--- src/rtl/assert_macros.svh ---
// ---------------------------------------------------------------------------
// Assertion macros shared by the PID controller RTL.
// Each macro expects a clock named clk and an active-high reset named rst.
// ---------------------------------------------------------------------------
`ifndef ASSERT_MACROS_SVH
`define ASSERT_MACROS_SVH

// Consequent must hold in the same cycle as the antecedent.
`define ASSERT_SAME(label, ante, cons, msg) \
  label: assert property (@(posedge clk) disable iff (rst) (ante) |-> (cons)) \
    else $error(msg);

// Consequent must hold in the cycle after the antecedent.
`define ASSERT_NEXT(label, ante, cons, msg) \
  label: assert property (@(posedge clk) disable iff (rst) (ante) |=> (cons)) \
    else $error(msg);

`endif

--- src/rtl/pidta_pkg.sv ---
// ---------------------------------------------------------------------------
// pidta_pkg
// Widths, register codes and the command and status bundles shared by the
// controller, the datapath and the divider of the timed PID controller.
// ---------------------------------------------------------------------------
package pidta_pkg;

  // Field widths.
  localparam int ERR_W   = 16;
  localparam int GAIN_W  = 16;
  localparam int LIM_W   = 31;
  localparam int TIME_W  = 32;
  localparam int DRIVE_W = 32;
  localparam int INTEG_W = 32;

  // Elapsed time after the gap check fits the largest allowed gap limit.
  localparam int DT_W = 16;

  // Wide accumulator and product register.
  localparam int ACC_W  = 48;
  localparam int PROD_W = 48;

  // Shared multiplier operand widths.
  localparam int MA_W = 34;
  localparam int MB_W = 17;

  // Serial divider: quotient magnitude bits and bits retired per cycle.
  localparam int DIV_QW   = 46;
  localparam int DIV_BITS = 2;

  // Milliseconds per second, the time scale of both the D and the I terms.
  localparam int MS_PER_S = 1000;

  // Default gap limit in milliseconds.
  localparam int MAX_GAP_MS_DEF = 1000;

  // Configuration port.
  localparam int CFG_IDX_W  = 2;
  localparam int CFG_DATA_W = 32;

  localparam logic [CFG_IDX_W-1:0] REG_PROP_GAIN   = 2'd0;
  localparam logic [CFG_IDX_W-1:0] REG_INTEG_GAIN  = 2'd1;
  localparam logic [CFG_IDX_W-1:0] REG_DERIV_GAIN  = 2'd2;
  localparam logic [CFG_IDX_W-1:0] REG_INTEG_LIMIT = 2'd3;

  // Operand selection of the shared multiplier.
  typedef enum logic [2:0] {
    MUL_P,   // error * prop_gain
    MUL_D1,  // error difference * deriv_gain
    MUL_D2,  // previous product * 1000
    MUL_I1,  // error * integ_gain
    MUL_I2   // previous product * dt
  } mul_sel_t;

  // Commands from the controller to the datapath.
  typedef struct packed {
    logic     load;       // take an input word, run the time check
    logic     mul_en;     // register a product
    mul_sel_t mul_sel;
    logic     acc_p;      // accumulator gets the P product
    logic     div_start;
    logic     div_by_dt;  // divisor is dt, otherwise 1000
    logic     d_add;      // add the D quotient, update the previous error
    logic     i_sum;      // integrator plus I quotient
    logic     i_clamp;    // clamp, store and add the integrator
    logic     out_load;   // load the output register
  } cmd_t;

  // Status from the datapath to the controller.
  typedef struct packed {
    logic d_en;
    logic i_en;
    logic div_done;
  } status_t;

endpackage

--- src/rtl/pidta_div.sv ---
// ---------------------------------------------------------------------------
// pidta_div
// Signed by unsigned serial divider, truncating toward zero. Works on the
// magnitude two quotient bits per cycle, then restores the sign.
// ---------------------------------------------------------------------------
`include "assert_macros.svh"

module pidta_div (
  input  logic                                clk,
  input  logic                                rst,
  input  logic                                start,
  input  logic signed [pidta_pkg::PROD_W-1:0] dividend,
  input  logic        [pidta_pkg::DT_W-1:0]   divisor,
  output logic                                done,
  output logic signed [pidta_pkg::ACC_W-1:0]  quotient
);

  localparam int QW    = pidta_pkg::DIV_QW;
  localparam int RW    = pidta_pkg::DT_W;
  localparam int NCYC  = pidta_pkg::DIV_QW / pidta_pkg::DIV_BITS;
  localparam int CNT_W = $clog2(NCYC);

  logic                             busy;
  logic                             fix;
  logic [CNT_W-1:0]                 cnt;
  logic                             neg;
  logic [RW-1:0]                    dvs;
  logic [RW-1:0]                    rem;
  logic [QW-1:0]                    quo;
  logic [RW-1:0]                    rem_c;
  logic [QW-1:0]                    quo_c;
  logic [pidta_pkg::PROD_W-1:0]     mag;
  logic signed [pidta_pkg::ACC_W-1:0] q_ext;

  // Dividend magnitude; the quotient fits the lower bits.
  assign mag   = dividend[pidta_pkg::PROD_W-1] ? -dividend : dividend;
  assign q_ext = $signed({{(pidta_pkg::ACC_W-QW){1'b0}}, quo});

  // Restoring steps for one cycle.
  always_comb begin
    logic [RW:0] trial;
    rem_c = rem;
    quo_c = quo;
    for (int i = 0; i < pidta_pkg::DIV_BITS; i++) begin
      trial = {rem_c, quo_c[QW-1]};
      if (trial >= {1'b0, dvs}) begin
        trial = trial - {1'b0, dvs};
        quo_c = {quo_c[QW-2:0], 1'b1};
      end else begin
        quo_c = {quo_c[QW-2:0], 1'b0};
      end
      rem_c = trial[RW-1:0];
    end
  end

  // Sequencing.
  always_ff @(posedge clk) begin
    if (rst) begin
      busy <= 1'b0;
      fix  <= 1'b0;
      done <= 1'b0;
      cnt  <= '0;
    end else begin
      done <= 1'b0;
      if (start) begin
        busy <= 1'b1;
        cnt  <= '0;
      end else if (busy) begin
        cnt <= cnt + 1'b1;
        if (cnt == CNT_W'(NCYC - 1)) begin
          busy <= 1'b0;
          fix  <= 1'b1;
        end
      end else if (fix) begin
        fix  <= 1'b0;
        done <= 1'b1;
      end
    end
  end

  // Working registers.
  always_ff @(posedge clk) begin
    if (start) begin
      neg <= dividend[pidta_pkg::PROD_W-1];
      dvs <= divisor;
      rem <= '0;
      quo <= mag[QW-1:0];
    end else if (busy) begin
      rem <= rem_c;
      quo <= quo_c;
    end else if (fix) begin
      quotient <= neg ? -q_ext : q_ext;
    end
  end

  `ASSERT_SAME(a_no_restart, start, !busy && !fix, "divider started while busy")

endmodule

--- src/rtl/pidta_dp.sv ---
// ---------------------------------------------------------------------------
// pidta_dp
// Datapath: configuration registers, loop state, shared multiplier,
// accumulator, integrator clamp, output saturation and the divider.
// ---------------------------------------------------------------------------
`include "assert_macros.svh"

module pidta_dp #(
  parameter int MAX_GAP_MS = pidta_pkg::MAX_GAP_MS_DEF
) (
  input  logic                                   clk,
  input  logic                                   rst,
  // Configuration writes.
  input  logic                                   cfg_we,
  input  logic        [pidta_pkg::CFG_IDX_W-1:0] cfg_index,
  input  logic        [pidta_pkg::CFG_DATA_W-1:0] cfg_data,
  // Input word fields.
  input  logic signed [pidta_pkg::ERR_W-1:0]     error_in,
  input  logic        [pidta_pkg::TIME_W-1:0]    now_ms,
  input  logic                                   clear_integ,
  // Controller interface.
  input  pidta_pkg::cmd_t                        cmd,
  output pidta_pkg::status_t                     stat,
  // Result word fields.
  output logic signed [pidta_pkg::DRIVE_W-1:0]   drive,
  output logic                                   integ_reset
);

  localparam int AW = pidta_pkg::ACC_W;

  localparam logic signed [AW-1:0] SAT_HI =
    $signed({{(AW-pidta_pkg::DRIVE_W+1){1'b0}}, {(pidta_pkg::DRIVE_W-1){1'b1}}});
  localparam logic signed [AW-1:0] SAT_LO =
    $signed({{(AW-pidta_pkg::DRIVE_W+1){1'b1}}, {(pidta_pkg::DRIVE_W-1){1'b0}}});

  // Configuration registers.
  logic signed [pidta_pkg::GAIN_W-1:0] kp;
  logic signed [pidta_pkg::GAIN_W-1:0] ki;
  logic signed [pidta_pkg::GAIN_W-1:0] kd;
  logic        [pidta_pkg::LIM_W-1:0]  ilim;

  // Loop state.
  logic        [pidta_pkg::TIME_W-1:0]  prev_time;
  logic                                 prev_valid;
  logic signed [pidta_pkg::ERR_W-1:0]   prev_error;
  logic signed [pidta_pkg::INTEG_W-1:0] integ_acc;

  // Per-word working registers.
  logic signed [pidta_pkg::ERR_W-1:0]  err_q;
  logic        [pidta_pkg::DT_W-1:0]   dt_q;
  logic                                ireset_q;
  logic signed [pidta_pkg::PROD_W-1:0] prod;
  logic signed [AW-1:0]                acc;
  logic signed [AW-1:0]                it_q;

  logic        [pidta_pkg::TIME_W-1:0]  dt_raw;
  logic                                 gap;
  logic signed [pidta_pkg::ERR_W:0]     diff;
  logic signed [pidta_pkg::MA_W-1:0]    ma;
  logic signed [pidta_pkg::MB_W-1:0]    mb;
  logic signed [pidta_pkg::MA_W+pidta_pkg::MB_W-1:0] mp;
  logic signed [AW-1:0]                 lim_s;
  logic signed [AW-1:0]                 clamp_w;
  logic signed [AW-1:0]                 sat_w;
  logic        [pidta_pkg::DT_W-1:0]    div_dvs;
  logic                                 div_done;
  logic signed [AW-1:0]                 div_quo;

  // Elapsed time and the start or long-gap check.
  assign dt_raw = now_ms - prev_time;
  assign gap    = !prev_valid || (dt_raw > pidta_pkg::TIME_W'(MAX_GAP_MS));

  assign diff  = pidta_pkg::ERR_W'(0) + (signed'((pidta_pkg::ERR_W+1)'(err_q))
                 - signed'((pidta_pkg::ERR_W+1)'(prev_error)));
  assign lim_s = $signed({{(AW-pidta_pkg::LIM_W){1'b0}}, ilim});

  // Term enables for the controller.
  assign stat.d_en     = (kd != '0) && (dt_q != '0);
  assign stat.i_en     = (ki != '0) && (dt_q != '0) && (acc < lim_s) && (acc > -lim_s);
  assign stat.div_done = div_done;

  // Shared multiplier operand selection.
  always_comb begin
    unique case (cmd.mul_sel)
      pidta_pkg::MUL_P: begin
        ma = pidta_pkg::MA_W'(err_q);
        mb = pidta_pkg::MB_W'(kp);
      end
      pidta_pkg::MUL_D1: begin
        ma = pidta_pkg::MA_W'(diff);
        mb = pidta_pkg::MB_W'(kd);
      end
      pidta_pkg::MUL_D2: begin
        ma = $signed(prod[pidta_pkg::MA_W-1:0]);
        mb = pidta_pkg::MB_W'(pidta_pkg::MS_PER_S);
      end
      pidta_pkg::MUL_I1: begin
        ma = pidta_pkg::MA_W'(err_q);
        mb = pidta_pkg::MB_W'(ki);
      end
      pidta_pkg::MUL_I2: begin
        ma = $signed(prod[pidta_pkg::MA_W-1:0]);
        mb = $signed({1'b0, dt_q});
      end
      default: begin
        ma = '0;
        mb = '0;
      end
    endcase
  end

  assign mp = ma * mb;

  // Integrator clamp to the symmetric limit.
  always_comb begin
    if (it_q > lim_s) begin
      clamp_w = lim_s;
    end else if (it_q < -lim_s) begin
      clamp_w = -lim_s;
    end else begin
      clamp_w = it_q;
    end
  end

  // Output saturation to 32 bits.
  always_comb begin
    if (acc > SAT_HI) begin
      sat_w = SAT_HI;
    end else if (acc < SAT_LO) begin
      sat_w = SAT_LO;
    end else begin
      sat_w = acc;
    end
  end

  // The D term divides by dt, the I term by 1000.
  assign div_dvs = cmd.div_by_dt ? dt_q : pidta_pkg::DT_W'(pidta_pkg::MS_PER_S);

  pidta_div u_div (
    .clk      (clk),
    .rst      (rst),
    .start    (cmd.div_start),
    .dividend (prod),
    .divisor  (div_dvs),
    .done     (div_done),
    .quotient (div_quo)
  );

  // Configuration and loop state.
  always_ff @(posedge clk) begin
    if (rst) begin
      kp         <= '0;
      ki         <= '0;
      kd         <= '0;
      ilim       <= '0;
      prev_time  <= '0;
      prev_valid <= 1'b0;
      prev_error <= '0;
      integ_acc  <= '0;
    end else begin
      if (cfg_we) begin
        unique case (cfg_index)
          pidta_pkg::REG_PROP_GAIN:   kp   <= cfg_data[pidta_pkg::GAIN_W-1:0];
          pidta_pkg::REG_INTEG_GAIN:  ki   <= cfg_data[pidta_pkg::GAIN_W-1:0];
          pidta_pkg::REG_DERIV_GAIN:  kd   <= cfg_data[pidta_pkg::GAIN_W-1:0];
          pidta_pkg::REG_INTEG_LIMIT: ilim <= cfg_data[pidta_pkg::LIM_W-1:0];
          default: ;
        endcase
      end
      if (cmd.load) begin
        prev_time  <= now_ms;
        prev_valid <= 1'b1;
        if (clear_integ || gap) begin
          integ_acc <= '0;
        end
      end
      if (cmd.d_add) begin
        prev_error <= err_q;
      end
      if (cmd.i_clamp) begin
        integ_acc <= clamp_w[pidta_pkg::INTEG_W-1:0];
      end
    end
  end

  // Per-word working registers and the output register.
  always_ff @(posedge clk) begin
    if (cmd.load) begin
      err_q    <= error_in;
      dt_q     <= gap ? '0 : dt_raw[pidta_pkg::DT_W-1:0];
      ireset_q <= gap;
    end
    if (cmd.mul_en) begin
      prod <= mp[pidta_pkg::PROD_W-1:0];
    end
    if (cmd.acc_p) begin
      acc <= prod;
    end else if (cmd.d_add) begin
      acc <= acc + div_quo;
    end else if (cmd.i_clamp) begin
      acc <= acc + clamp_w;
    end
    if (cmd.i_sum) begin
      it_q <= AW'(integ_acc) + div_quo;
    end
    if (cmd.out_load) begin
      drive       <= sat_w[pidta_pkg::DRIVE_W-1:0];
      integ_reset <= ireset_q;
    end
  end

  `ASSERT_NEXT(a_integ_in_limit, cmd.i_clamp, ($signed(integ_acc) <= $signed({1'b0, ilim})) && ($signed(integ_acc) >= -$signed({1'b0, ilim})), "integrator outside its limit after clamp")

endmodule

--- src/rtl/pidta_ctrl.sv ---
// ---------------------------------------------------------------------------
// pidta_ctrl
// Controller: sequences the P, D and I terms of one input word through the
// datapath and owns the handshakes of both streams.
// ---------------------------------------------------------------------------
`include "assert_macros.svh"

module pidta_ctrl (
  input  logic                 clk,
  input  logic                 rst,
  input  logic                 in_valid,
  output logic                 in_ready,
  output logic                 out_valid,
  input  logic                 out_ready,
  input  pidta_pkg::status_t   stat,
  output pidta_pkg::cmd_t      cmd
);

  typedef enum logic [13:0] {
    S_IDLE   = 14'b00000000000001,
    S_MP     = 14'b00000000000010,
    S_ACCP   = 14'b00000000000100,
    S_MD1    = 14'b00000000001000,
    S_MD2    = 14'b00000000010000,
    S_DSTART = 14'b00000000100000,
    S_DWAIT  = 14'b00000001000000,
    S_GATE   = 14'b00000010000000,
    S_MI1    = 14'b00000100000000,
    S_MI2    = 14'b00001000000000,
    S_ISTART = 14'b00010000000000,
    S_IWAIT  = 14'b00100000000000,
    S_ICLAMP = 14'b01000000000000,
    S_OUT    = 14'b10000000000000
  } state_t;

  state_t state;
  state_t state_next;
  logic   out_valid_next;

  assign in_ready = (state == S_IDLE);

  // Next state and commands.
  always_comb begin
    state_next     = state;
    out_valid_next = out_valid && !out_ready;
    cmd            = '0;
    cmd.mul_sel    = pidta_pkg::MUL_P;
    unique case (state)
      S_IDLE: begin
        if (in_valid) begin
          cmd.load   = 1'b1;
          state_next = S_MP;
        end
      end
      S_MP: begin
        cmd.mul_en  = 1'b1;
        cmd.mul_sel = pidta_pkg::MUL_P;
        state_next  = S_ACCP;
      end
      S_ACCP: begin
        cmd.acc_p  = 1'b1;
        state_next = stat.d_en ? S_MD1 : S_GATE;
      end
      S_MD1: begin
        cmd.mul_en  = 1'b1;
        cmd.mul_sel = pidta_pkg::MUL_D1;
        state_next  = S_MD2;
      end
      S_MD2: begin
        cmd.mul_en  = 1'b1;
        cmd.mul_sel = pidta_pkg::MUL_D2;
        state_next  = S_DSTART;
      end
      S_DSTART: begin
        cmd.div_start = 1'b1;
        cmd.div_by_dt = 1'b1;
        state_next    = S_DWAIT;
      end
      S_DWAIT: begin
        if (stat.div_done) begin
          cmd.d_add  = 1'b1;
          state_next = S_GATE;
        end
      end
      S_GATE: begin
        state_next = stat.i_en ? S_MI1 : S_OUT;
      end
      S_MI1: begin
        cmd.mul_en  = 1'b1;
        cmd.mul_sel = pidta_pkg::MUL_I1;
        state_next  = S_MI2;
      end
      S_MI2: begin
        cmd.mul_en  = 1'b1;
        cmd.mul_sel = pidta_pkg::MUL_I2;
        state_next  = S_ISTART;
      end
      S_ISTART: begin
        cmd.div_start = 1'b1;
        state_next    = S_IWAIT;
      end
      S_IWAIT: begin
        if (stat.div_done) begin
          cmd.i_sum  = 1'b1;
          state_next = S_ICLAMP;
        end
      end
      S_ICLAMP: begin
        cmd.i_clamp = 1'b1;
        state_next  = S_OUT;
      end
      S_OUT: begin
        // Wait until the output register is free or being drained.
        if (!out_valid || out_ready) begin
          cmd.out_load   = 1'b1;
          out_valid_next = 1'b1;
          state_next     = S_IDLE;
        end
      end
      default: begin
        state_next = S_IDLE;
      end
    endcase
  end

  always_ff @(posedge clk) begin
    if (rst) begin
      state     <= S_IDLE;
      out_valid <= 1'b0;
    end else begin
      state     <= state_next;
      out_valid <= out_valid_next;
    end
  end

  `ASSERT_NEXT(a_accept_starts, in_valid && in_ready, state == S_MP, "accepted word did not start the P term")
  `ASSERT_NEXT(a_result_shown, cmd.out_load, out_valid && (state == S_IDLE), "loaded result not presented")

endmodule

--- src/rtl/pid_timed_antiwindup_top.sv ---
// ---------------------------------------------------------------------------
// pid_timed_antiwindup_top
// Timed PID controller with integrator clamp. Each input word carries a Q8.8
// error, a millisecond timestamp and a clear flag; each produces one Q16.16
// result word, saturated to 32 bits, with a flag when the first sample or a
// gap longer than MAX_GAP_MS reset the integrator. One word is processed at
// a time. A word runs the P term, then the D and the I terms where they are
// enabled; both of these use the shared serial divider, which retires two
// quotient bits per cycle over a 46-bit magnitude. The next word is accepted
// while a result still waits on the output. Configuration writes are always
// ready and belong to idle periods.
// ---------------------------------------------------------------------------

module pid_timed_antiwindup_top #(
  parameter int MAX_GAP_MS = pidta_pkg::MAX_GAP_MS_DEF
) (
  input  logic                                 clk,
  input  logic                                 rst,
  // Input stream.
  input  logic                                 s_axis_tvalid,
  output logic                                 s_axis_tready,
  input  logic [47:0]                          s_axis_tdata,  // [15:0] error_in, [47:16] now_ms
  input  logic                                 s_axis_tuser,  // [0] clear_integ
  // Result stream.
  output logic                                 m_axis_tvalid,
  input  logic                                 m_axis_tready,
  output logic [pidta_pkg::DRIVE_W-1:0]        m_axis_tdata,  // [31:0] drive
  output logic                                 m_axis_tuser,  // [0] integ_reset
  // Configuration writes.
  input  logic                                 cfg_valid,
  output logic                                 cfg_ready,
  input  logic [pidta_pkg::CFG_IDX_W-1:0]      cfg_index,
  input  logic [pidta_pkg::CFG_DATA_W-1:0]     cfg_data
);

  pidta_pkg::cmd_t    cmd;
  pidta_pkg::status_t stat;
  logic signed [pidta_pkg::DRIVE_W-1:0] drive;

  assign cfg_ready    = 1'b1;
  assign m_axis_tdata = drive;

  pidta_ctrl u_ctrl (
    .clk       (clk),
    .rst       (rst),
    .in_valid  (s_axis_tvalid),
    .in_ready  (s_axis_tready),
    .out_valid (m_axis_tvalid),
    .out_ready (m_axis_tready),
    .stat      (stat),
    .cmd       (cmd)
  );

  pidta_dp #(
    .MAX_GAP_MS (MAX_GAP_MS)
  ) u_dp (
    .clk         (clk),
    .rst         (rst),
    .cfg_we      (cfg_valid && cfg_ready),
    .cfg_index   (cfg_index),
    .cfg_data    (cfg_data),
    .error_in    ($signed(s_axis_tdata[15:0])),
    .now_ms      (s_axis_tdata[47:16]),
    .clear_integ (s_axis_tuser),
    .cmd         (cmd),
    .stat        (stat),
    .drive       (drive),
    .integ_reset (m_axis_tuser)
  );

endmodule
--- config.mk ---
export PLATFORM = sky130hd
export DESIGN_NAME = pid_timed_antiwindup_top
export DESIGN_NICKNAME = d
export VERILOG_FILES = /design/src/rtl/pidta_pkg.sv /design/src/rtl/pidta_div.sv /design/src/rtl/pidta_dp.sv /design/src/rtl/pidta_ctrl.sv /design/src/rtl/pid_timed_antiwindup_top.sv
export VERILOG_INCLUDE_DIRS = /design/src /design/src/rtl
export SDC_FILE = /design/constraint.sdc
export NUM_CORES = 2
export LEC_CHECK = 0
export BUFFER_PORTS_ARGS = -buffer_cell sky130_fd_sc_hd__clkbuf_2
export CORE_UTILIZATION = 65
export DETAILED_ROUTE_END_ITERATION = 16
export HOLD_SLACK_MARGIN = 0.02
export PLACE_DENSITY = 0.82
export SYNTH_ARGS = -nofsm -noshare
export SYNTH_HDL_FRONTEND = slang
export SYNTH_SLANG_ARGS = --single-unit
--- constraint.sdc ---
create_clock -name clk -period 12.8 [get_ports clk]
set_input_delay 2.56 -clock clk [delete_from_list [all_inputs] [get_ports clk]]
set_output_delay 2.56 -clock clk [all_outputs]
set_load 0.02 [all_outputs]
======== Word-level counts from Yosys, hierarchy flattened ========
Index checks and enable logic that the tools add are counted.
word-level totals
  logic and storage cells ................. 157
  input bits .............................. 88
  bits in registers ....................... 520
cells by class
  mux-type cells .......................... 46
  reduce and logical (&&, ||, !) cells .... 33
  $mul .................................... 1
  equality and inequality tests ........... 27
  add/sub/neg operators ................... 11
  order comparisons ....................... 9
  bitwise logic cells ..................... 2
operator list
  operator              number
  $mux 48               5
  $pmux 14 s14          1
  $mux 46               4
  $mux 32               4
  $pmux 34 s3           1
  $add 48x48->48        2
  $pmux 17 s5           1
  $mux 14               5
  $add 32x48->48        1
  $gt 48x32->1          1
  $gt 48x32->1 const B  1
  $gt 48x48->1          1
  $lt 48x32->1          1
  $lt 48x32->1 const B  1
  $lt 48x48->1          1
  $mul 34x17->48        1
  $neg 31->48           1
  $neg 46->48           1
  $reduce_bool 16->1    3
  $neg 46->46           1
  $ge 17x16->1          2
  $gt 32x10->1 const B  1
  $mux 16               2
  $sub 16x16->16        2
  other kinds (41)      85

======== Depth between registers and ports, before layout ========
  word-level depth ........................ 8
  gate-level depth with buffers ........... 38
  depth with buffers taken out ............ 37

======== By module ========
From an unflattened synthesis, not the netlist that was laid out.
second synthesis, totals
  cells, all modules ...................... 6175
  area, all modules ....................... 54524.8 µm²
modules (own cells, without submodules)
  module                    cells an instance  times used  area an instance (µm²)
  pidta_dp                  5203               1           45124.5
  pidta_div                 858                1           8426.8
  pidta_ctrl                112                1           962.2
  pid_timed_antiwindup_top  2                  1           11.3

======== Least setup slack after synthesis ========
Ideal clock, no wire load.
  path type ............................... register to register
  from .................................... reg u_ctrl.state[6]
  to ...................................... reg u_dp.prod[45] (netlist bit) (data pin)
  setup slack ............................. 3.718 ns
  buffers on the path ..................... 3
  period minus slack after synthesis ...... 9.082 ns
  library setup time ...................... 0.269 ns
  cell stages (with the launch flop) ...... 34
  arrival time ............................ 8.814 ns
  path through ............................ dfxtp_1 -> or4_1 -> or3_1 -> clkbuf_1 -> nor4b_4 -> nor2_1 -> a21oi_1 -> o21ai_1 -> clkbuf_1 -> clkbuf_1 -> a21oi_1 -> nor2_1 -> fa_1 -> inv_1 -> fa_1 -> fa_1 -> inv_1 -> fa_1 -> fa_1 -> inv_1 -> fa_1 -> inv_1 -> ha_1 -> nand4_1 -> nor3_1 -> inv_1 -> or3_1 -> o21ba_2 -> o21ai_0 -> a31oi_1 -> o21bai_1 -> a21oi_1 -> o31ai_1 -> xor2_1
on the way
  word-level cells in the longest chain between the ends .. 6
ends and longest elaborated chain
  item                                  RTL line           source
  start: declaration                    pidta_ctrl.sv:36   state_t state;
  start signal: assignment              pidta_ctrl.sv:131  state <= state_next;
  $eq 14x10->1 (tied with other cells)  pidta_ctrl.sv:48   unique case (state)
  $pmux 4 s5 *                          pidta_ctrl.sv:48
  $eq 3x2->1 (tied with other cells)    pidta_dp.sv:84     unique case (cmd.mul_sel)
  $reduce_or 2->1 (no line)             -
  $pmux 34 s3                           pidta_dp.sv:84
  $mul 34x17->48 *                      pidta_dp.sv:112    assign mp = ma * mb;
  net u_dp.mp, one bit                  pidta_dp.sv:61     logic signed [pidta_pkg::MA_W+pidta_pkg::MB_W-1:0] mp;
  end signal: assignment                pidta_dp.sv:194    prod <= mp[pidta_pkg::PROD_W-1:0];
  end: declaration                      pidta_dp.sv:52     logic signed [pidta_pkg::PROD_W-1:0] prod;
The timed path passes the listed nets; every way through them passes the cells marked *.
A chain may end at the register's enable or synchronous reset.

======== Worst setup path in the final report ========
  from .................................... reg u_dp.err_q[0] (netlist bit)
  to ...................................... reg u_dp.prod[47] (netlist bit) (data pin)
on the way
  word-level cells in the longest chain between the ends .. 3
ends and longest elaborated chain
  item                      RTL line         source
  start: declaration        pidta_dp.sv:49   logic signed [pidta_pkg::ERR_W-1:0] err_q;
  start signal: assignment  pidta_dp.sv:189  err_q <= error_in;
  $sub 16x16->17            pidta_dp.sv:74   - signed'((pidta_pkg::ERR_W+1)'(prev_error)));
  $pmux 34 s3 *             pidta_dp.sv:84
  $mul 34x17->48 *          pidta_dp.sv:112
  net u_dp.mp, one bit      pidta_dp.sv:61
Marks and branches as above.

==> impl_summary.txt <==
----------------------------------------------------
[Run status]
  Result of the run ... finished clean

[Detailed routing]
  Uppermost layer routed ... met5
  Number of nets still failing antenna checks after routing ... 0
  Number of DRC markers after the initial detailed-route iteration ... 4502
  Met2 Routed Length ... 75700 um
  Routed WL ... 163000 um
  Detailed-route wire length per cell ... 21.7 um
  Count of vias placed by the detailed router ... 47.1k
  Wire length on met1 ... 61000 um
  DR WL met3 ... 15800 um
  Number of iterations in the first detailed-routing pass ... 7
  Drt drc ... 0
  Via-per-instance ratio ... 6.27

[Final layout]
  Final design area excluding fillers ... 58600 um2
  Antenna Diode Count ... 0
  Nets@finish ... 7400
  Fill cell total of the finished layout ... 6471
  Area overhead of the layout relative to synthesis ... 6.76%
  Layout cells sized above 1 ... 0.0591
  Post-route insts no fill ... 7511

[Floorplan]
  Row cnt ... 106
  Core Box Area ... 83700 um2
  Die area ... 85700 um2
  Die extent in y ... 293 um
  Floorplan die width ... 293 um
  # IOs ... 124
  Starting density of the core ... 0.656

[Worst setup path]
  Data required, critical path ... 13170 ps
  Reg2Reg Launch Point ... u_dp.err_q[0]$_DFFE_PP_
  Type of element capturing the critical path ... flop
  Cell seen most often among critical-path stages ... sky130_fd_sc_hd__fa_1
  Crit-path leading delay family ... adder cells
  Arrival @ worst endpoint ... 11220 ps
  Origin of the worst setup path ... u_dp.err_q[0]$_DFFE_PP_
  Type of element launching the critical path ... flop
  Maximum fanout count along the critical path ... 27
  Largest incremental delay on the critical path ... 1100 ps
  Slowest cell on the critical path ... sky130_fd_sc_hd__a21oi_1
  Type of the setup path with the least slack ... flop to flop
  CP Buf/Inv Count ... 7

[Clocking]
  Clock tree from TritonCTS ... yes
  CTS root buf ... sky130_fd_sc_hd__clkbuf_16
  Setup fix buffers added after clock tree synthesis ... 0
  H-tree depth reported by CTS ... 2
  Maximum buffer depth of the clock tree ... 3
  Cts bufs inserted ... 58
  Clock sinks ... 520
  Number of gates resized after cts ... 0
  Reg clk slew, reported paths ... 60 ps
  Number of buffers inserted by hold repair at cts ... 0
  Insertion delay of the later-clocked pin in the worst-skew pair ... 640 ps

[Synth]
  Syn Inst Count ... 6339
  Cell taking the most area after synthesis ... sky130_fd_sc_hd__fa_1
  Main synth FF type ... sky130_fd_sc_hd__edfxtp_1
  Portion of the post-synthesis area used by sequential elements ... 0.248
  Syn avg cell area ... 8.66 um2
  Count of warnings emitted by yosys ... 0
  Number of distinct library cells after synthesis ... 96
  Number of enable flip-flop cells after synthesis ... 321
  Synth top area share ... 0.195
  Synth Register Bits ... 520
  Cell with the most instances after synthesis ... sky130_fd_sc_hd__nand2_1
  Post-synthesis async set-or-reset flop share ... 0
  Top cells by area in the synthesized netlist ... sky130_fd_sc_hd__fa_1 19%, sky130_fd_sc_hd__edfxtp_1 18%, sky130_fd_sc_hd__ha_1 10%
  Top post-synthesis cells by count ... 875 x sky130_fd_sc_hd__nand2_1, 785 x sky130_fd_sc_hd__inv_1, 571 x sky130_fd_sc_hd__nor2_1, 534 x sky130_fd_sc_hd__fa_1, 453 x sky130_fd_sc_hd__a21oi_1
  Area of the mapped netlist ... 54900 um2

[Power]
  Clock share of power ... 0.299
  Maximum vdd drop ... 0.000115 V
  Internal power summed over all cells ... 3.67 mW
  Portion of total power attributed to combinational logic ... 0.368
  Sequential fraction of design power ... 0.333
  Pwr Density ... 99.0 nW/um2
  Sw Pwr ... 2.14 mW
  Sw frac ... 0.368
  Leakage power summed over all cells ... 26.3 nW

[STA]
  Summed negative setup slack over all endpoints ... 0 ps
  Largest clock skew in the final design ... 18.5 ps
  Max_slew headroom ... 0.0468
  Part of the cycle the worst path needs ... 0.847
  Count of endpoints failing hold in the final timing report ... 0
  Setup repair after global routing missed its margin ... false
  Final setup margin ... 1950 ps
  Highest Clock Rate ... 92.2 MHz
  Setup violation total in the final timing report ... 0
  Minimum period implied by the final worst setup slack ... 10850 ps
  Worst slew pin tran ... 1430 ps
  Total count of max-transition violations in the final report ... 0
  Hold slack ... 450 ps

[Global routing]
  Wire length of the first global-routing pass ... 256000 um
  Antenna violations before repair ... 4
  Total overflow reported by the global router ... 0
  Number of global-route vias before repair ... 47.0k
  Largest net degree at the start of global routing ... 85
  GRT Util Overall ... 0.384

[Place]
  Worst setup slack after placement ... 2280 ps
  Count of port buffers added during placement ... 121
  Placement-stage cell area ... 56700 um2
  Dpl cells ... 7403
  Gp weighted congestion ... 0.978
  Detailed Place HPWL ... 126000 um

[Run]
  Max capacitance violation total ... 0

[Worst hold path]
  Startpoint of the worst hold path ... u_dp.prev_time[13]$_SDFFE_PP0P_
  Class of the most critical hold timing path ... flop to flop

----------------------------------------------------
[tightest hold or removal path, cell delays in order, from the launching register on]
cell and delay, ps:
sky130_fd_sc_hd__dfxtp_1 310, sky130_fd_sc_hd__nand2_1 50, sky130_fd_sc_hd__a21oi_1 50
[registers in the layout, indices dropped and copies added (netlist names), 5 cells and up]
name,flops
u_ctrl.state,14
u_dp.acc,48
u_dp.drive,32
u_dp.dt_q,16
u_dp.err_q,16
u_dp.ilim,31
u_dp.integ_acc,32
u_dp.it_q,48
u_dp.kd,16
u_dp.ki,16
u_dp.kp,16
u_dp.prev_error,16
u_dp.prev_time,32
u_dp.prod,48
u_dp.u_div.cnt,5
u_dp.u_div.dvs,16
u_dp.u_div.quo,46
u_dp.u_div.quotient,48
u_dp.u_div.rem,16
[logic make-up (layout without fill, tap and decap cells)]
group,count (synthesis),after routing,share of synthesized area
compound gates,1378,1378,0.157
buf+inv,1054,1087,0.0723
flops,520,520,0.248
fa+ha+maj,983,983,0.297
other cells,2,7,0.000137
xor+xnor,316,316,0.0504
simple gates,2046,2046,0.168
mux,40,40,0.00761
[routing by layer]
metal  vias up  global-route usage
met5         -                   0
met4         6               0.209
met3       569              0.0813
met2      2353               0.626
met1     22800               0.477
li1      21400                   -
[path summary, 6_finish.rpt]
kind | to | slack [ps] | cells after the start
setup / recovery | u_dp.prod[47]$_DFFE_PN_ | 1950 | 34
hold / removal | u_dp.prev_time[13]$_SDFFE_PP0P_ | 450 | 2
setup reg to reg | u_dp.prod[47]$_DFFE_PN_ | 1950 | 34
hold reg to reg | u_dp.prev_time[13]$_SDFFE_PP0P_ | 450 | 2
[power groups by stage]
stage	clock (mW)	combinational [mW]	sequential, mW
3_3_place_gp	0	2.03	1.96
6_report	1.73	2.14	1.93
2_1_floorplan	0	1.55	1.92
3_5_place_dp	0	2.08	1.96
4_1_cts	1.75	2.10	1.92
5_1_grt	1.81	2.37	1.93
[per-stage QoR]
step,power [mW],utilization
finish,5.80,0.701
global route,6.10,0.701
CTS,5.77,0.701
detailed placement,4.04,0.677
global placement,3.99,0.677
floorplan,3.48,-
[layout make-up]
cell class              instances  area, um2  area share
clock buffers                  83       1770      0.0302
inverters                     786       2950      0.0503
well taps                    1134       1420      0.0242
flip-flops and latches        520      13600       0.232
clock inverters                25        210     0.00358
multi-input cells            4770      37500       0.640
repair buffers                193       1150      0.0196
[placed cells by master, fill, tap and decap left out, types with 63 or more instances in the layout]
cell type                   instances
sky130_fd_sc_hd__a21o_1           135
sky130_fd_sc_hd__a21oi_1          451
sky130_fd_sc_hd__buf_4             73
sky130_fd_sc_hd__clkbuf_16         63
sky130_fd_sc_hd__clkbuf_2         120
sky130_fd_sc_hd__dfxtp_1          199
sky130_fd_sc_hd__edfxtp_1         321
sky130_fd_sc_hd__fa_1             534
sky130_fd_sc_hd__ha_1             449
sky130_fd_sc_hd__inv_1            785
sky130_fd_sc_hd__nand2_1          871
sky130_fd_sc_hd__nand2b_1          69
sky130_fd_sc_hd__nand3_1           94
sky130_fd_sc_hd__nand4_1           77
sky130_fd_sc_hd__nor2_1           569
sky130_fd_sc_hd__o21ai_0          350
sky130_fd_sc_hd__xnor2_1          206
sky130_fd_sc_hd__xor2_1           110
Note: power is estimated with default switching activity, not from simulation.
